==> config.mk <==
export PLATFORM = sky130hd
export DESIGN_NAME = text_word_sentence_verb_counter_unit
export DESIGN_NICKNAME = d
export VERILOG_FILES = /design/src/design/twsv_pkg.sv /design/src/design/twsv_front.sv /design/src/design/twsv_queue.sv /design/src/design/twsv_back.sv /design/src/design/text_word_sentence_verb_counter_unit.sv
export SDC_FILE = /design/constraint.sdc
export NUM_CORES = 1
export LEC_CHECK = 0
export BUFFER_PORTS_ARGS = -buffer_cell sky130_fd_sc_hd__buf_2
export CAP_MARGIN = 20
export CORE_ASPECT_RATIO = 1.5
export CORE_MARGIN = 5
export CORE_UTILIZATION = 44
export CTS_CLUSTER_SIZE = 10
export DETAILED_ROUTE_END_ITERATION = 16
export PLACE_DENSITY = 0.64
export SYNTH_ARGS = -nofsm -noshare
export SYNTH_HDL_FRONTEND = slang
export SYNTH_HIERARCHICAL = 1
export SYNTH_SLANG_ARGS = --single-unit
==> constraint.sdc <==
create_clock -name clk -period 4.05 [get_ports clk]
set_clock_uncertainty 0.05 [all_clocks]
set_input_delay 0.81 -clock clk [delete_from_list [all_inputs] [get_ports clk]]
set_output_delay 0.81 -clock clk [all_outputs]
set_load 0.1 [all_outputs]
==> src/design/twsv_pkg.sv <==
`timescale 1ns / 1ps
package twsv_pkg;

  localparam int COUNT_MAX_DEFAULT = 4095;
  localparam int QUEUE_DEPTH_DEFAULT = 2;
  localparam int TOTAL_W = 12;
  localparam int OUT_DATA_W = 4 * TOTAL_W;

  // word text is held as up to four lower-case letters, first letter lowest
  localparam logic [31:0] KW_AM   = {16'h0000, "m", "a"};
  localparam logic [31:0] KW_ARE  = {8'h00, "e", "r", "a"};
  localparam logic [31:0] KW_IS   = {16'h0000, "s", "i"};
  localparam logic [31:0] KW_WAS  = {8'h00, "s", "a", "w"};
  localparam logic [31:0] KW_WERE = {"e", "r", "e", "w"};
  localparam logic [31:0] KW_BE   = {16'h0000, "e", "b"};
  localparam logic [31:0] KW_TO   = {16'h0000, "o", "t"};

  localparam logic [2:0] LEN_TWO      = 3'd2;
  localparam logic [2:0] LEN_THREE    = 3'd3;
  localparam logic [2:0] LEN_FOUR     = 3'd4;
  localparam logic [2:0] LEN_TOO_LONG = 3'd5;

  typedef struct packed {
    logic [7:0] letter;
    logic       mark;
    logic       space;
    logic       last;
  } char_class_t;

endpackage

==> src/design/twsv_front.sv <==
`timescale 1ns / 1ps
module twsv_front (
  input  logic [7:0]            text_byte,
  input  logic                  final_byte,
  output twsv_pkg::char_class_t cls
);
  import twsv_pkg::*;

  always_comb begin
    cls.mark  = (text_byte == ".") || (text_byte == "?") || (text_byte == "!");
    cls.space = (text_byte == " ") || (text_byte == 8'h09) || (text_byte == 8'h0a);
    cls.last  = final_byte;
    if (text_byte >= "A" && text_byte <= "Z") begin
      cls.letter = text_byte + 8'h20;
    end else begin
      cls.letter = text_byte;
    end
  end

endmodule

==> src/design/twsv_queue.sv <==
`timescale 1ns / 1ps
module twsv_queue #(
  parameter int DEPTH = twsv_pkg::QUEUE_DEPTH_DEFAULT
) (
  input  logic                  clk,
  input  logic                  rst,
  input  logic                  in_valid,
  output logic                  in_ready,
  input  twsv_pkg::char_class_t in_item,
  output logic                  out_valid,
  input  logic                  out_ready,
  output twsv_pkg::char_class_t out_item
);
  import twsv_pkg::*;

  localparam int PW = (DEPTH > 1) ? $clog2(DEPTH) : 1;
  localparam int CNTW = $clog2(DEPTH + 1);

  char_class_t       mem [DEPTH];
  logic [PW-1:0]     wr_ptr;
  logic [PW-1:0]     rd_ptr;
  logic [CNTW-1:0]   count;
  logic              push;
  logic              pop;

  assign in_ready  = (count != CNTW'(DEPTH));
  assign out_valid = (count != '0);
  assign out_item  = mem[rd_ptr];
  assign push      = in_valid && in_ready;
  assign pop       = out_valid && out_ready;

  always_ff @(posedge clk) begin
    if (push) begin
      mem[wr_ptr] <= in_item;
    end
  end

  always_ff @(posedge clk) begin
    if (rst) begin
      wr_ptr <= '0;
      rd_ptr <= '0;
      count  <= '0;
    end else begin
      if (push) begin
        wr_ptr <= (wr_ptr == PW'(DEPTH - 1)) ? '0 : wr_ptr + 1'b1;
      end
      if (pop) begin
        rd_ptr <= (rd_ptr == PW'(DEPTH - 1)) ? '0 : rd_ptr + 1'b1;
      end
      if (push && !pop) begin
        count <= count + 1'b1;
      end else if (pop && !push) begin
        count <= count - 1'b1;
      end
    end
  end

endmodule

==> src/design/twsv_back.sv <==
`timescale 1ns / 1ps
module twsv_back #(
  parameter int COUNT_MAX = twsv_pkg::COUNT_MAX_DEFAULT
) (
  input  logic                          clk,
  input  logic                          rst,
  input  logic                          in_valid,
  output logic                          in_ready,
  input  twsv_pkg::char_class_t         in_item,
  output logic                          out_valid,
  input  logic                          out_ready,
  output logic [twsv_pkg::OUT_DATA_W-1:0] out_data
);
  import twsv_pkg::*;

  localparam int CW = ($clog2(COUNT_MAX + 1) > TOTAL_W) ? $clog2(COUNT_MAX + 1) : TOTAL_W;
  localparam logic [CW-1:0] CMAX = CW'(COUNT_MAX);

  logic [CW-1:0] chars_seen, chars_seen_next;
  logic [CW-1:0] words_seen, words_seen_next;
  logic [CW-1:0] sentences_seen, sentences_seen_next;
  logic [CW-1:0] verbs_seen, verbs_seen_next;
  logic          inside_word, inside_word_next;
  logic [31:0]   word_prefix, word_prefix_next;
  logic [2:0]    prefix_length, prefix_length_next;
  logic          prefix_closed, prefix_closed_next;
  logic          previous_was_to, previous_was_to_next;

  logic          fire;
  logic          word_end;
  logic          verb_hit;
  logic          is_to;
  logic [31:0]   upd_prefix;
  logic [2:0]    upd_length;

  // a final item needs the result register free or draining
  assign in_ready = !in_item.last || !out_valid || out_ready;
  assign fire     = in_valid && in_ready;

  always_comb begin
    upd_prefix         = word_prefix;
    upd_length         = prefix_length;
    prefix_closed_next = prefix_closed;
    inside_word_next   = inside_word;
    words_seen_next    = words_seen;
    word_end           = 1'b0;

    chars_seen_next = (chars_seen >= CMAX) ? chars_seen : chars_seen + 1'b1;
    sentences_seen_next = sentences_seen;
    if (in_item.mark && sentences_seen < CMAX) begin
      sentences_seen_next = sentences_seen + 1'b1;
    end

    if (in_item.space) begin
      word_end = inside_word;
    end else begin
      word_end = in_item.last;
      inside_word_next = 1'b1;
      if (!inside_word && words_seen < CMAX) begin
        words_seen_next = words_seen + 1'b1;
      end
      if (!prefix_closed) begin
        if (in_item.mark) begin
          prefix_closed_next = 1'b1;
        end else if (prefix_length < LEN_FOUR) begin
          upd_prefix[{prefix_length[1:0], 3'b000} +: 8] = in_item.letter;
          upd_length = prefix_length + 1'b1;
        end else begin
          upd_length = LEN_TOO_LONG;
        end
      end
    end

    verb_hit = (upd_length == LEN_TWO   && upd_prefix == KW_AM)
            || (upd_length == LEN_THREE && upd_prefix == KW_ARE)
            || (upd_length == LEN_TWO   && upd_prefix == KW_IS)
            || (upd_length == LEN_THREE && upd_prefix == KW_WAS)
            || (upd_length == LEN_FOUR  && upd_prefix == KW_WERE)
            || (previous_was_to && upd_length == LEN_TWO && upd_prefix == KW_BE);
    is_to = (upd_length == LEN_TWO && upd_prefix == KW_TO);

    verbs_seen_next      = verbs_seen;
    previous_was_to_next = previous_was_to;
    word_prefix_next     = upd_prefix;
    prefix_length_next   = upd_length;
    if (word_end) begin
      if (verb_hit && verbs_seen < CMAX) begin
        verbs_seen_next = verbs_seen + 1'b1;
      end
      previous_was_to_next = is_to;
      inside_word_next     = 1'b0;
      word_prefix_next     = '0;
      prefix_length_next   = '0;
      prefix_closed_next   = 1'b0;
    end
  end

  always_ff @(posedge clk) begin
    if (rst) begin
      chars_seen      <= '0;
      words_seen      <= '0;
      sentences_seen  <= '0;
      verbs_seen      <= '0;
      inside_word     <= 1'b0;
      word_prefix     <= '0;
      prefix_length   <= '0;
      prefix_closed   <= 1'b0;
      previous_was_to <= 1'b0;
    end else if (fire) begin
      if (in_item.last) begin
        // paragraph done, start the next one clean
        chars_seen      <= '0;
        words_seen      <= '0;
        sentences_seen  <= '0;
        verbs_seen      <= '0;
        inside_word     <= 1'b0;
        word_prefix     <= '0;
        prefix_length   <= '0;
        prefix_closed   <= 1'b0;
        previous_was_to <= 1'b0;
      end else begin
        chars_seen      <= chars_seen_next;
        words_seen      <= words_seen_next;
        sentences_seen  <= sentences_seen_next;
        verbs_seen      <= verbs_seen_next;
        inside_word     <= inside_word_next;
        word_prefix     <= word_prefix_next;
        prefix_length   <= prefix_length_next;
        prefix_closed   <= prefix_closed_next;
        previous_was_to <= previous_was_to_next;
      end
    end
  end

  always_ff @(posedge clk) begin
    if (rst) begin
      out_valid <= 1'b0;
    end else if (fire && in_item.last) begin
      out_valid <= 1'b1;
    end else if (out_ready) begin
      out_valid <= 1'b0;
    end
  end

  always_ff @(posedge clk) begin
    if (fire && in_item.last) begin
      out_data <= {verbs_seen_next[TOTAL_W-1:0], sentences_seen_next[TOTAL_W-1:0],
                   words_seen_next[TOTAL_W-1:0], chars_seen_next[TOTAL_W-1:0]};
    end
  end

endmodule

==> src/design/text_word_sentence_verb_counter_unit.sv <==
`timescale 1ns / 1ps
// channel  dir  signals                       contents
// s_*      in   tvalid tready tdata[7:0]      tdata: text_byte; tlast: final_byte
//                tlast
// m_*      out  tvalid tready tdata[47:0]     tdata: character_total, word_total,
//                                             sentence_total, to_be_total
//
// one byte per cycle while s_tready is high; a byte is classified on entry and counted
// after it leaves the queue, in the back end, which folds it into the counts
// the paragraph's totals appear on m_* the cycle after its last byte leaves the queue
// reset (rst, synchronous) clears the counts, the word state, the queue and the result valid
// a stalled result register holds back only a final byte; others keep flowing
module text_word_sentence_verb_counter_unit #(
  parameter int COUNT_MAX   = twsv_pkg::COUNT_MAX_DEFAULT,
  parameter int QUEUE_DEPTH = twsv_pkg::QUEUE_DEPTH_DEFAULT
) (
  input  logic                            clk,
  input  logic                            rst,
  input  logic                            s_tvalid,
  output logic                            s_tready,
  input  logic [7:0]                      s_tdata,  // [7:0] text_byte
  input  logic                            s_tlast,
  output logic                            m_tvalid,
  input  logic                            m_tready,
  // [11:0] character_total, [23:12] word_total, [35:24] sentence_total,
  // [47:36] to_be_total
  output logic [twsv_pkg::OUT_DATA_W-1:0] m_tdata
);
  import twsv_pkg::*;

  char_class_t front_cls;
  char_class_t q_item;
  logic        q_valid;
  logic        q_ready;

  twsv_front u_front (
    .text_byte  (s_tdata),
    .final_byte (s_tlast),
    .cls        (front_cls)
  );

  twsv_queue #(
    .DEPTH (QUEUE_DEPTH)
  ) u_queue (
    .clk       (clk),
    .rst       (rst),
    .in_valid  (s_tvalid),
    .in_ready  (s_tready),
    .in_item   (front_cls),
    .out_valid (q_valid),
    .out_ready (q_ready),
    .out_item  (q_item)
  );

  twsv_back #(
    .COUNT_MAX (COUNT_MAX)
  ) u_back (
    .clk       (clk),
    .rst       (rst),
    .in_valid  (q_valid),
    .in_ready  (q_ready),
    .in_item   (q_item),
    .out_valid (m_tvalid),
    .out_ready (m_tready),
    .out_data  (m_tdata)
  );

endmodule
==> run metrics <==
routability cong.=between 0.9 and 1; vias in the first global route=between 6000 and 7000; Port-buffer cells=62; M1 WL=slightly above 8 mm; Worst Setup SP=u_back/prefix_length[1]; Clock Latency Late Sink=0.43 ns; Post-synth EDFFs=70; maxcap violations=0; slew of the pin with the lowest slew margin=approximately 0.82 ns; Worst path max stage delay=approximately 0.47 ns; Clock Pin Slew Worst Setup and Hold Paths=about 0.060 ns; delay-heaviest family, CP=simple AND/OR/NAND/NOR gates; FMAX=between 200 and 300 MHz; hpwl dp=approximately 14 mm; Yosys cell types=88; top cell type's share of synthesized area=~25%; Relative slew margins=45.0%; setup TNS=0 ns; total grt overflow=0; Power Dens Cells=633 nW/um^2; Hold Path Origin=u_back/word_prefix[7]; crit path DAT=3.94 ns; CTS tree=done; Worst Path Max Fanout=12; # nets final=933; Synth Instances=about 860; Mapped Area=between 8000 and 9000 sq um; unrepaired setup endpoints after global routing=no; Die ar.=22100 sq um; R2R Path End=u_back/out_data[42]; Final Max Tran Viols=0; Rows=slightly above 60; critical path required time=4.17 ns; CP dominant cell by count=buf_4; met3 WL=approximately 860 um; Final period util=around 94%; Final Power=a little over 6 mW; Hold-fix buffers, CTS=0; Die X=about 120 um; startpoint of the worst register-to-register path=u_back/prefix_length[1]; I/O Pins=63; Total GRT Usage=a little under a fifth; DR top layer=met4; fin crit period=between 3 and 4 ns; met2 WL=approximately 11 mm; Fin. Hold Viols=0; CTS sink cnt=162; crit path capture type=flip-flop; clock buffer depth=2; die height=179 um; Yosys Warn Count=6; Initial Utilization=44.3%; Critical Path Source Type=flip-flop; worst r2r path cells=11; drt first-iter violations=610; Setup WS pre-CTS=0.326 ns; leading post-synthesis cells by cell area=edfxtp_1, dfxtp_1, nor2_1; Reg2Reg Setup Slack=approximately 0.23 ns; slowest CP cell=dfxtp_1; antenna cells=0; vias per cell=a little under 6; DRT antenna net count=0; WL/cell=about 17 um; WP buf/inv=3; worst hold endpoint=u_back/word_prefix[7]; critical path class=reg -> reg; Min-Delay Path Class=reg -> reg; DRT Pass-1 Iters=5; crit path cell chain=inv_1 -> ha_1 -> buf_4 -> or3b_1 -> nor4_1 -> a22oi_1 -> a2111oi_4 -> a222oi_1 -> buf_4 -> nor4b_2 -> xor2_1; CTS resizes=0; layout cells sized above 1=around 17%; Layout Area Growth over Synthesis=13.3%; core area=19000 sq um; Mean Syn Cell Area=around 9.8 sq um; syn_nets=just under 900; leakage=3.47 nW; status=finished, final reports clean; dominant synthesized flop cell=dfxtp_1; first-pass GRT wire length=roughly 34 mm; initial antenna violation count=0; Post-Route WL=20.5 mm; largest net degree at the start of global routing=79; Async SR Flop Fraction=0%; sequential share of the synthesized area=between 40% and 50%; Hold Path Depth=2; Post-route DRC=0; worst setup margin=between 0.2 and 0.25 ns; CTS Root Cell=clkbuf_16; vias post-DR=6863; Seq cells post-synth=162; H-tree Lvls=4; post-synth top area cell=edfxtp_1; worst IR drop on VDD=~0.00034 V; Setup Viol. Count Final=0; Post-CTS Setup Bufs=0; TritonCTS buffer count=17
placed cells by master (no fill, tap or decap), drive strengths merged, types with 11 or more instances in the layout:
| cell type | n |
|---|---|
| buf | 82 |
| mux2 | 15 |
| clkbuf | 20 |
| nand4 | 18 |
| a21oi | 41 |
| o21ai | 28 |
| and3 | 11 |
| nand2 | 58 |
| xnor2 | 21 |
| ha | 12 |
| xor2 | 25 |
| dfxtp | 92 |
| nor4 | 15 |
| nand3 | 28 |
| a22oi | 58 |
| inv | 19 |
| edfxtp | 70 |
| nor2 | 117 |
| nor3 | 33 |
final cells by class:
class	instances	area, sq um
fillers	1740	9460
multi-input cells	631	4160
flip-flops and latches	162	3940
repair buffers	82	473
clock buffers	20	447
well taps	256	320
clock inverters	12	145
inverters	14	52.6
per-layer routing:
layer,GRT usage (%),vias to the layer above
met5,0,-
met4,9.36,0
met3,4.53,62
met2,33.4,190
met1,21.3,3296
li1,-,3315
where the power goes:
group / switching [mW] / internal (mW) / total [mW]
Sequential: 0.0804 / 1.95 / 2.03
Combinational: 1.91 / 0.477 / 2.39
Clock: 0.676 / 0.939 / 1.62
worst max path at each step:
stage / cells past startpoint / end
after floorplan: 11 / u_back/out_data[43]
after global placement: 11 / u_back/out_data[42]
after detailed placement: 11 / u_back/out_data[42]
after CTS: 11 / u_back/out_data[42]
after global routing: 11 / u_back/out_data[42]
final: 11 / u_back/out_data[42]
per-stage QoR:
stage / utilization (%) / area, sq um / hold slack [ns] / instances
global placement: 47.0 / 8930 / 0.423 / 1144
finish: 50.2 / 9540 / 0.440 / 1177
CTS: 50.1 / 9520 / 0.437 / 1176
global route: 50.2 / 9540 / 0.477 / 1177
floorplan: - / 8430 / 0.396 / 863
detailed placement: 47.0 / 8930 / 0.418 / 1144
state kept, by name, summed over array words and instances, names as in the netlist, 3 cells and up, named ones only:
signal                 cells
u_back/word_prefix        32
u_queue/mem               22
u_back/chars_seen         12
u_back/words_seen         12
u_back/sentences_seen     12
u_back/prefix_length       3
u_back/out_data           48
u_back/verbs_seen         12
synth_stat cells, types with 18 or more instances:
cell / n
a21oi_1: 41
a22oi_1: 57
clkbuf_1: 35
dfxtp_1: 92
edfxtp_1: 70
nand2_1: 56
nand3_1: 27
nand4_1: 18
nor2_1: 116
nor3_1: 29
o21ai_0: 22
xnor2_1: 21
xor2_1: 25
tightest hold or removal path: stages (launching register included):
cell and delay, ns:
dfxtp_1 0.33, a32oi_1 0.06, nor2_1 0.07
cells by family after synthesis:
| group | share of synthesized area (%) |
|---|---|
| AOI/OAI and AO/OA | 16.8 |
| and+or+nand+nor | 23.5 |
| muxes | 2.52 |
| xor gates and xnor gates | 4.78 |
| DFF | 46.8 |
| buffers and inverters | 3.82 |
| adders and majority gates | 1.78 |
No activity file was read; power rests on OpenSTA's default activity.
